--- config.mk ---
export PLATFORM = sky130hd
export DESIGN_NAME = integer_to_ascii_formatter
export DESIGN_NICKNAME = d
export VERILOG_FILES = /design/src/rtl/i2a_pkg.sv /design/src/rtl/integer_to_ascii_formatter.sv /design/src/rtl/i2a_cell.sv
export SDC_FILE = /design/constraint.sdc
export NUM_CORES = 1
export LEC_CHECK = 0
export ABC_AREA = 1
export BUFFER_PORTS_ARGS = -buffer_cell sky130_fd_sc_hd__buf_2
export CORE_ASPECT_RATIO = 0.7
export CORE_MARGIN = 2
export CORE_UTILIZATION = 40
export DETAILED_ROUTE_END_ITERATION = 6
export GPL_TIMING_DRIVEN = 0
export PLACE_DENSITY = 0.59
export SETUP_SLACK_MARGIN = 0.02
export SYNTH_ARGS = -nofsm -noshare
export SYNTH_HDL_FRONTEND = slang
export SYNTH_HIERARCHICAL = 1
export SYNTH_SLANG_ARGS = --single-unit
--- constraint.sdc ---
create_clock -name i_clk -period 5 [get_ports i_clk]
set_input_delay 1 -clock i_clk [delete_from_list [all_inputs] [get_ports i_clk]]
set_output_delay 1 -clock i_clk [all_outputs]
set_load 0.02 [all_outputs]
--- src/rtl/i2a_pkg.sv ---
// i2a_pkg: shared types, constants and helpers for integer_to_ascii_formatter.
// Depends on nothing; used by i2a_cell and the top level.
package i2a_pkg;

    // Format selector codes
    localparam logic [2:0] OP_SDEC = 3'd0;
    localparam logic [2:0] OP_UDEC = 3'd1;
    localparam logic [2:0] OP_HEXL = 3'd2;
    localparam logic [2:0] OP_HEXU = 3'd3;
    localparam logic [2:0] OP_PTR  = 3'd4;

    // Sizing of the digit row
    localparam int POINTER_BITS = 64;
    localparam int WORD_BITS    = 32;
    localparam int PTR_DIGITS   = (POINTER_BITS + 3) / 4;
    localparam int DEC_DIGITS   = 10;
    localparam int NCELL        = (PTR_DIGITS > DEC_DIGITS) ? PTR_DIGITS : DEC_DIGITS;
    localparam int CHAIN_BITS   = NCELL * 4;
    localparam int LEFT_W       = $clog2(NCELL + 1);
    localparam int CNT_W        = 5;
    localparam int BITS_W       = $clog2(WORD_BITS);

    // ASCII codes
    localparam logic [7:0] CH_ZERO  = 8'h30;
    localparam logic [7:0] CH_MINUS = 8'h2d;
    localparam logic [7:0] CH_X     = 8'h78;
    localparam logic [7:0] CH_A_LO  = 8'h61;
    localparam logic [7:0] CH_A_UP  = 8'h41;

    typedef struct packed {
        logic [2:0]  op;
        logic [63:0] value;
    } t_in;

    typedef struct packed {
        logic [7:0]       character;
        logic             last;
        logic [CNT_W-1:0] char_count;
    } t_out;

    // Per-cycle command to every cell of the row
    typedef struct packed {
        logic load;   // take a parallel digit
        logic conv;   // add-3 correct, then shift one bit up
        logic shift;  // take the lower neighbor's digit
    } t_cell_ctl;

    // Digit to ASCII, hex letters in either case
    function automatic logic [7:0] digit_char(input logic [3:0] d, input logic upper);
        logic [7:0] base;
        begin
            if (d < 4'd10) begin
                digit_char = CH_ZERO + {4'b0, d};
            end else begin
                base       = upper ? CH_A_UP : CH_A_LO;
                digit_char = base + {4'b0, d} - 8'd10;
            end
        end
    endfunction

endpackage

--- src/rtl/integer_to_ascii_formatter.sv ---
// Decimal: a bit-serial conversion pass (ST_CONV) over the word, then NCELL (16) digit
// positions (ST_DIG). Hex: the NCELL digit positions only; pointer first adds the "0x"
// prefix (ST_PFX). A new number is taken only while idle; the bit-serial pass through
// the cell row and one cell shift per digit position set the length of the busy period.
// Results are registered and appear in the cycle after they are formed; no stall exists.
// Synchronous active-low reset returns the sequencer to idle and drops the strobe.
module integer_to_ascii_formatter (
    input  logic          i_clk,
    input  logic          i_rst_n,
    input  logic          start,
    output logic          busy,
    input  i2a_pkg::t_in  i_item,
    output logic          o_strobe,
    output i2a_pkg::t_out o_result
);
    import i2a_pkg::*;

    typedef enum logic [1:0] {ST_IDLE, ST_CONV, ST_PFX, ST_DIG} t_state;

    t_state              r_state;
    logic [WORD_BITS-1:0] r_bin;
    logic [BITS_W-1:0]   r_bits;
    logic [LEFT_W-1:0]   r_left;
    logic [CNT_W-1:0]    r_count;
    logic                r_started;
    logic                r_upper;

    logic [WORD_BITS-1:0]  w_lo;
    logic                  w_neg;
    logic [WORD_BITS-1:0]  w_mag;
    logic [CHAIN_BITS-1:0] w_load;
    logic                  w_op_ok;
    t_cell_ctl             w_ctl;
    logic [3:0]            w_dig  [NCELL];
    logic                  w_bout [NCELL];
    logic [3:0]            w_top;
    logic                  w_emit;

    assign busy = (r_state != ST_IDLE);

    // operand preparation at accept
    assign w_lo    = i_item.value[WORD_BITS-1:0];
    assign w_neg   = (i_item.op == OP_SDEC) && w_lo[WORD_BITS-1];
    assign w_mag   = w_neg ? (WORD_BITS'(0) - w_lo) : w_lo;
    assign w_op_ok = (i_item.op <= OP_PTR);

    // parallel nibbles for the hex formats; decimal starts from all-zero cells
    always_comb begin
        w_load = '0;
        unique case (i_item.op)
            OP_HEXL, OP_HEXU: w_load[WORD_BITS-1:0] = w_lo;
            OP_PTR:           w_load[POINTER_BITS-1:0] = i_item.value[POINTER_BITS-1:0];
            default:          w_load = '0;
        endcase
    end

    // row command
    always_comb begin
        w_ctl.load  = (r_state == ST_IDLE) && start && w_op_ok;
        w_ctl.conv  = (r_state == ST_CONV);
        w_ctl.shift = (r_state == ST_DIG);
    end

    // row of digit cells; bits and digits move up toward the top cell
    for (genvar g = 0; g < NCELL; g++) begin : g_cell
        logic       w_bin;
        logic [3:0] w_din;
        if (g == 0) begin : g_first
            assign w_bin = r_bin[WORD_BITS-1];
            assign w_din = 4'd0;
        end else begin : g_rest
            assign w_bin = w_bout[g-1];
            assign w_din = w_dig[g-1];
        end
        i2a_cell u_cell (
            .i_clk        (i_clk),
            .i_ctl        (w_ctl),
            .i_load_digit (w_load[4*g +: 4]),
            .i_bit        (w_bin),
            .i_digit      (w_din),
            .o_bit        (w_bout[g]),
            .o_digit      (w_dig[g])
        );
    end

    // leading zeros are dropped, but the final position always prints
    assign w_top  = w_dig[NCELL-1];
    assign w_emit = r_started || (w_top != 4'd0) || (r_left == LEFT_W'(1));

    // sequencer and result register
    always_ff @(posedge i_clk) begin
        if (!i_rst_n) begin
            r_state  <= ST_IDLE;
            o_strobe <= 1'b0;
        end else begin
            o_strobe <= 1'b0;
            unique case (r_state)
                ST_IDLE: begin
                    if (start) begin
                        r_bin     <= w_mag;
                        r_bits    <= '1;
                        r_left    <= LEFT_W'(NCELL);
                        r_started <= 1'b0;
                        r_upper   <= (i_item.op == OP_HEXU);
                        r_count   <= '0;
                        unique case (i_item.op)
                            OP_SDEC, OP_UDEC: begin
                                r_state <= ST_CONV;
                                if (w_neg) begin
                                    o_strobe            <= 1'b1;
                                    o_result.character  <= CH_MINUS;
                                    o_result.last       <= 1'b0;
                                    o_result.char_count <= CNT_W'(1);
                                    r_count             <= CNT_W'(1);
                                end
                            end
                            OP_HEXL, OP_HEXU: begin
                                r_state <= ST_DIG;
                            end
                            OP_PTR: begin
                                r_state             <= ST_PFX;
                                o_strobe            <= 1'b1;
                                o_result.character  <= CH_ZERO;
                                o_result.last       <= 1'b0;
                                o_result.char_count <= CNT_W'(1);
                                r_count             <= CNT_W'(1);
                            end
                            default: begin
                                r_state <= ST_IDLE;
                            end
                        endcase
                    end
                end
                ST_CONV: begin
                    r_bin  <= r_bin << 1;
                    r_bits <= r_bits - 1'b1;
                    if (r_bits == '0) begin
                        r_state <= ST_DIG;
                    end
                end
                ST_PFX: begin
                    o_strobe            <= 1'b1;
                    o_result.character  <= CH_X;
                    o_result.last       <= 1'b0;
                    o_result.char_count <= r_count + 1'b1;
                    r_count             <= r_count + 1'b1;
                    r_state             <= ST_DIG;
                end
                ST_DIG: begin
                    r_left <= r_left - 1'b1;
                    if (w_emit) begin
                        o_strobe            <= 1'b1;
                        o_result.character  <= digit_char(w_top, r_upper);
                        o_result.last       <= (r_left == LEFT_W'(1));
                        o_result.char_count <= r_count + 1'b1;
                        r_count             <= r_count + 1'b1;
                        r_started           <= 1'b1;
                    end
                    if (r_left == LEFT_W'(1)) begin
                        r_state <= ST_IDLE;
                    end
                end
                default: begin
                    r_state <= ST_IDLE;
                end
            endcase
        end
    end

    // the final digit position always closes the run with a last beat
    a_last_pos: assert property (@(posedge i_clk) disable iff (!i_rst_n)
        (r_state == ST_DIG && r_left == LEFT_W'(1)) |=> (o_strobe && o_result.last))
        else $error("final digit position did not produce a last beat");

    // a last beat leaves the block free for the next number
    a_last_idle: assert property (@(posedge i_clk) disable iff (!i_rst_n)
        (o_strobe && o_result.last) |-> !busy)
        else $error("busy still high on last beat");

    // a count stays within one run's length
    a_count_rng: assert property (@(posedge i_clk) disable iff (!i_rst_n)
        o_strobe |-> (o_result.char_count != '0 && o_result.char_count <= CNT_W'(18)))
        else $error("character count out of range");

    // an unused selector produces nothing and keeps the block idle
    a_bad_op: assert property (@(posedge i_clk) disable iff (!i_rst_n)
        (start && !busy && i_item.op > OP_PTR) |=> (!busy && !o_strobe))
        else $error("unused selector started a run");

endmodule

--- src/rtl/i2a_cell.sv ---
// i2a_cell: one 4-bit digit cell of the conversion row.
// Depends on i2a_pkg (t_cell_ctl).
module i2a_cell (
    input  logic              i_clk,
    input  i2a_pkg::t_cell_ctl i_ctl,
    input  logic [3:0]        i_load_digit,
    input  logic              i_bit,
    input  logic [3:0]        i_digit,
    output logic              o_bit,
    output logic [3:0]        o_digit
);
    import i2a_pkg::*;

    logic [3:0] r_digit;
    logic [3:0] w_adj;

    // double-dabble correction: a digit of 5 or more gets 3 added before the shift
    always_comb begin
        w_adj = (i_ctl.conv && r_digit >= 4'd5) ? r_digit + 4'd3 : r_digit;
    end

    assign o_bit   = w_adj[3];
    assign o_digit = r_digit;

    // digit register; holds while the row is idle
    always_ff @(posedge i_clk) begin
        priority if (i_ctl.load) begin
            r_digit <= i_load_digit;
        end else if (i_ctl.conv) begin
            r_digit <= {w_adj[2:0], i_bit};
        end else if (i_ctl.shift) begin
            r_digit <= i_digit;
        end else begin
            r_digit <= r_digit;
        end
    end

endmodule

==> results of run 1 <==
## state kept, by name, summed over array words and instances, names as in the netlist
register / flops
r_bits: 5
g_cell.u_cell/o_digit: 64
o_strobe: 1
r_left: 5
r_count: 5
o_result: 13
r_started: 1
r_bin: 32
r_upper: 1
r_state: 2
## stage by stage
stage	utilization, %	setup WS, ns	instance area [sq um]	std cells
floorplan	-	0.183	9540	1337
global placement	44.0	-2.15	10400	1739
detailed placement	44.6	1.70	10500	1743
CTS	47.0	1.84	11100	1775
global route	47.0	1.65	11100	1775
finish	47.0	1.83	11100	1775
## placed cells by master, fill, tap and decap left out, types with 16 or more instances in the layout
master / n
nand2_1: 350
nor3_1: 19
o21a_1: 16
inv_1: 184
o22ai_1: 16
a21oi_1: 70
a211oi_1: 16
clkbuf_16: 17
edfxtp_1: 126
nor2_1: 188
o21ai_1: 16
buf_2: 90
nand3_1: 103
ha_1: 43
nand2_2: 16
or2_1: 16
a22oi_1: 16
inv_2: 33
o21ai_0: 44
## power groups by stage
stage | registers (uW) | clock network [uW] | logic (uW)
5_1_grt | 2390 | 1330 | 3680
6_report | 2330 | 1260 | 3210
3_3_place_gp | 2330 | 0 | 3120
4_1_cts | 2310 | 1300 | 3190
2_1_floorplan | 2220 | 0 | 2410
3_5_place_dp | 2330 | 0 | 3170
## routing by layer
metal / vias up / global-route usage [%]
met1: 4133 / 33.1
li1: 4602 / -
met3: 22 / 4.43
met5: - / 0
met4: 0 / 5.16
met2: 267 / 29.2
## worst paths after layout
kind	to	depth (start not counted)	slack (ns)	startpoint
max	r_bin[16]	8	1.83	r_state[1]
min	r_bin[26]	2	0.51	r_bin[25]
max reg2reg	r_bin[16]	8	1.83	r_state[1]
min reg2reg	r_bin[26]	2	0.51	r_bin[25]
## critical path: stages (launching register included)
cell and delay, ns:
dfxtp_1 0.34, inv_1 0.14, ha_4 0.35, clkbuf_1 0.49
inv_1 0.11, buf_2 0.23, buf_1 0.36, a21oi_4 0.55
buf_12 0.25
## area by class of cell
type / instances / area (sq um) / area share [%]
inverter: 217 / 815 / 7.36
clock inverter: 15 / 156 / 1.41
tap: 318 / 398 / 3.60
sequential: 129 / 3840 / 34.7
timing repair buffer: 88 / 515 / 4.66
clock buffer: 17 / 425 / 3.84
buffer: 19 / 93.8 / 0.848
multi-input combinational: 972 / 4820 / 43.5
==> impl_metrics.tcl, run 1 <==
set metrics [dict create \
    worstMarginPinSlew_ns 1.21 \
    required_ns 5.12 \
    grt_setup_unrepaired "false" \
    grt_use_total_pct 21.1 \
    drtAntennaViolNets 0 \
    cts_tree "yes" \
    cts_setup_buffers 0 \
    routed_wl_um 25800 \
    seqPwrFrac_pct 34.2 \
    drc 0 \
    p_total_uw 6800 \
    dieArea_sq_um 25100 \
    syn_area_sq_um 9520 \
    tns_ns 0 \
    vias 9024 \
    leakage_uw 0.00519 \
    wl_met2_um 10200 \
    met1Wirelength_um 13800 \
    cts_resized 0 \
    drt_first_pass_iters 5 \
    combPwrFrac_pct 47.2 \
    outcome "complete, no violations" \
    critPathMaxFanout 27 \
    cts_buffers 17 \
    place_hpwl_um 19600 \
    p_int_uw 3780 \
    cts_hold_buf 0 \
    start_util_pct 40.5 \
    clock_sinks 129 \
    place_congestion 0.909 \
    worst_skew_pair.late_latency_ns 0.43 \
    placementRows 47 \
    crit_path_start_kind "flop" \
    syn_area_per_cell_sq_um 7.14 \
    clk_pin_slew_ns 0.06 \
    route.met3.wl_um 1670 \
    setup-violations-final 0 \
    antenna_found_initial 0 \
    grt_overflow 0 \
    arrival_ns 3.30 \
    cts_root_buffer "clkbuf_16" \
    cts_max_level 4 \
    relSlewSlack_pct 19.1 \
    min_period_ns 3.17 \
    wl_per_cell_um 14.6 \
    via_per_inst 5.08 \
    grt_pass1_vias 8128 \
    die_h_um 133 \
    fin_skew_ns 0.0118 \
    drv_cap 0 \
    p_clk_share_pct 18.6 \
    final-hold-violation-count 0 \
    die_x_um 188 \
    nNetsFinal 1558 \
    ys_warn_count 6 \
    power.density_nw_per_um2 614 \
    switching_share_pct 44.4 \
    fillers 2409 \
    whs_ns 0.513 \
    top_layer "met4" \
    switchingPower_uw 3020 \
    hold_path.class "flop to flop" \
    drive_gt1_share_pct 12.9 \
    crit_path_end_kind "flop" \
    grt_max_degree 61 \
    syn_to_final_growth_pct 16.2 \
    cts_buffer_depth 2 \
    synthCells 1333 \
    core_sq_um 23500 \
    drtIter0Drc 845 \
    grt_pass1_wl_um 42100 \
    fmax_mhz 315 \
    peakVddDrop_mv 0.305 \
    io_buffers 84 \
    n_antenna_cell 0 \
    slew_violations 0 \
    io-pin-count 86 \
    worstSetupPathType "flop to flop" \
    min_period_over_period_pct 63.5 \
]
Power figures use the tool's default switching activity.
==> inputs of run 2 (changes only) <==
--- a/config.mk
+++ b/config.mk
@@ -5,14 +5,14 @@
 export SDC_FILE = /design/constraint.sdc
 export NUM_CORES = 1
 export LEC_CHECK = 0
-export ABC_AREA = 1
+export ABC_AREA = 0
 export BUFFER_PORTS_ARGS = -buffer_cell sky130_fd_sc_hd__buf_2
 export CORE_ASPECT_RATIO = 0.7
 export CORE_MARGIN = 2
 export CORE_UTILIZATION = 40
 export DETAILED_ROUTE_END_ITERATION = 6
 export GPL_TIMING_DRIVEN = 0
-export PLACE_DENSITY = 0.59
+export PLACE_DENSITY = 0.56
 export SETUP_SLACK_MARGIN = 0.02
 export SYNTH_ARGS = -nofsm -noshare
 export SYNTH_HDL_FRONTEND = slang
==> constraint.sdc (replaced) <==
create_clock -name i_clk -period 3.09 [get_ports i_clk]
set_input_delay 0.618 -clock i_clk [delete_from_list [all_inputs] [get_ports i_clk]]
set_output_delay 0.618 -clock i_clk [all_outputs]
set_load 0.02 [all_outputs]
==> run 2 against run 1 <==
Sequential cell count unchanged. Largest cell class unchanged. Sequential share of layout area increased by 0.89 points. Core utilization increased by 0.42 points. Largest power group unchanged. Count of clock-buffer cells in the layout increased by 6. Cell count decreased by 21%.
==> impl_metrics.tcl, run 2 <==
set metrics [dict create \
    syn_to_final_growth_pct 16.3 \
    antenna_found_initial 0 \
    worstMarginPinSlew_ns 1.01 \
    finalNonFillerCells 1405 \
    crit_end "g_cell[14].u_cell/o_digit[2]" \
    rr_worst_depth 8 \
    place_congestion 0.781 \
    layout_commonest_cell "edfxtp_1" \
    clock_sinks 129 \
    leakage_uw 0.00405 \
    grt_use_total_pct 19.2 \
    arrival_ns 2.93 \
    placementRows 46 \
    grt_pass1_wl_um 36800 \
    wl_per_cell_um 16.2 \
    worst_skew_pair.late_latency_ns 0.43 \
    start_util_pct 40.8 \
    hold_path.class "input pin to flop" \
    final-hold-violation-count 0 \
    crit_path_start_kind "flop" \
    grt_pass1_vias 6717 \
    grt_max_degree 38 \
    dieArea_sq_um 24500 \
    fin_skew_ns 0.0101 \
    io_buffers 84 \
    power.density_nw_per_um2 910 \
    grt_overflow 0 \
    slew_violations 0 \
    cts_buffers 17 \
    slowest_delay_ns 0.46 \
    synthCells 972 \
    outcome "complete, no violations" \
    min_period_ns 2.76 \
    fmax_mhz 363 \
    nNetsFinal 1194 \
    p_total_uw 9820 \
    syn_area_per_cell_sq_um 9.55 \
    crit_chain "inv_1, ha_1, nand2_1, nor2_4, buf_12, clkbuf_1, nor3b_1, a221o_1" \
    routed_wl_um 22800 \
    switching_share_pct 38.1 \
    drt_first_pass_iters 5 \
    relSlewSlack_pct 31.9 \
    cts_root_buffer "clkbuf_16" \
    required_ns 3.26 \
    clk_pin_slew_ns 0.06 \
    worst_setup_path_startpoint "r_state[1]" \
    switchingPower_uw 3740 \
    via_per_inst 5.29 \
    place_hpwl_um 16200 \
    setup-violations-final 0 \
    crit_path_end_kind "flop" \
    multi_input_comb_area_sq_um 5050 \
    vias 7434 \
    drtAntennaViolNets 0 \
    placedCellCount 1374 \
    regArea_sq_um 3840 \
    io-pin-count 86 \
    p_clk_share_pct 22.2 \
    syn_area_sq_um 9280 \
    worstSetupPathType "flop to flop" \
    crit_slowest_cell "nor2_4" \
    core_sq_um 22700 \
    r2r_end "g_cell[14].u_cell/o_digit[2]" \
    r2r_setup_slack_ns 0.33 \
    combPwrFrac_pct 39.9 \
    die_x_um 186 \
    min_period_over_period_pct 89.2 \
    ys_warn_count 6 \
    drv_cap 0 \
    n_antenna_cell 0 \
    timing.rr.start "r_state[1]" \
    drc 0 \
    die_h_um 131 \
    cts_buffer_depth 2 \
    final_cell_mix "126 x edfxtp_1, 101 x buf_2, 98 x nand2_1" \
    cts_setup_buffers 0 \
    seqPwrFrac_pct 37.8 \
    grt_setup_unrepaired "false" \
    critPathMaxFanout 33 \
    largest_reg_flops 64 \
    p_int_uw 6080 \
    cts_max_level 4 \
    drtIter0Drc 563 \
    fillers 2212 \
    cts_tree "yes" \
    peakVddDrop_mv 0.414 \
    drive_gt1_share_pct 15.2 \
    fin_util_pct 47.5 \
]
run 2: critical path: cells and delay by family, from the launching register on:
family | cells | cell delay [ns]
and+or+nand+nor | 3 | 0.78
buffers and inverters | 3 | 0.75
DFF | 1 | 0.34
adders and majority gates | 1 | 0.34
AOI/OAI and AO/OA | 1 | 0.28
run 2: how the worst min path moves through the flow:
stage,start,endpoint,slack (ns),cells after the start
after floorplan,r_bin[9],r_bin[10],0.50,2
after global placement,r_bin[6],r_bin[7],0.51,2
after detailed placement,r_bin[13],r_bin[14],0.51,2
after CTS,i_rst_n,r_state[0],0.46,2
after global routing,i_rst_n,r_state[0],0.47,2
final,i_rst_n,r_state[0],0.47,2
run 2: power by group through the flow:
stage | Clock, uW | Combinational [uW] | Sequential (uW)
3_5_place_dp | 0 | 3910 | 3720
2_1_floorplan | 0 | 2980 | 3560
4_1_cts | 2210 | 3950 | 3700
6_report | 2180 | 3920 | 3720
5_1_grt | 2270 | 4470 | 3820
3_3_place_gp | 0 | 3830 | 3730
run 2: timing repair:
action | 4_1_cts | 5_1_grt
hold buffers | 0 | 0
pin swaps | 0 | 0
gates resized for setup | 3 | 2
setup endpoints to repair | 54 | 38
run 2: cell type report:
| type | instances | share of cell area, % |
|---|---|---|
| sequential | 129 | 35.6 |
| inverter | 52 | 1.84 |
| buffer | 53 | 2.18 |
| clock inverter | 9 | 1.46 |
| timing repair buffer | 86 | 4.15 |
| multi-input combinational | 741 | 46.8 |
| tap | 312 | 3.62 |
| clock buffer | 23 | 4.34 |
run 2: per-stage QoR:
stage / cell area (sq um) / worst slack (ns) / setup TNS (ns) / hold slack, ns
floorplan: 9300 / 0.0897 / 0 / 0.500
global placement: 10100 / -1.72 / -262.32 / 0.507
detailed placement: 10100 / -0.681 / -25.59 / 0.514
CTS: 10800 / 0.127 / 0 / 0.458
global route: 10800 / 0.119 / 0 / 0.468
finish: 10800 / 0.333 / 0 / 0.475
run 2: layer usage:
metal / track usage (%) / share of wire [%] / up-vias
met5: 0 / 0 / -
met4: 3.81 / 0.59 / 0
met3: 4.05 / 5.5 / 11
met2: 26.5 / 41 / 173
met1: 30.5 / 53 / 3498
li1: - / - / 3752
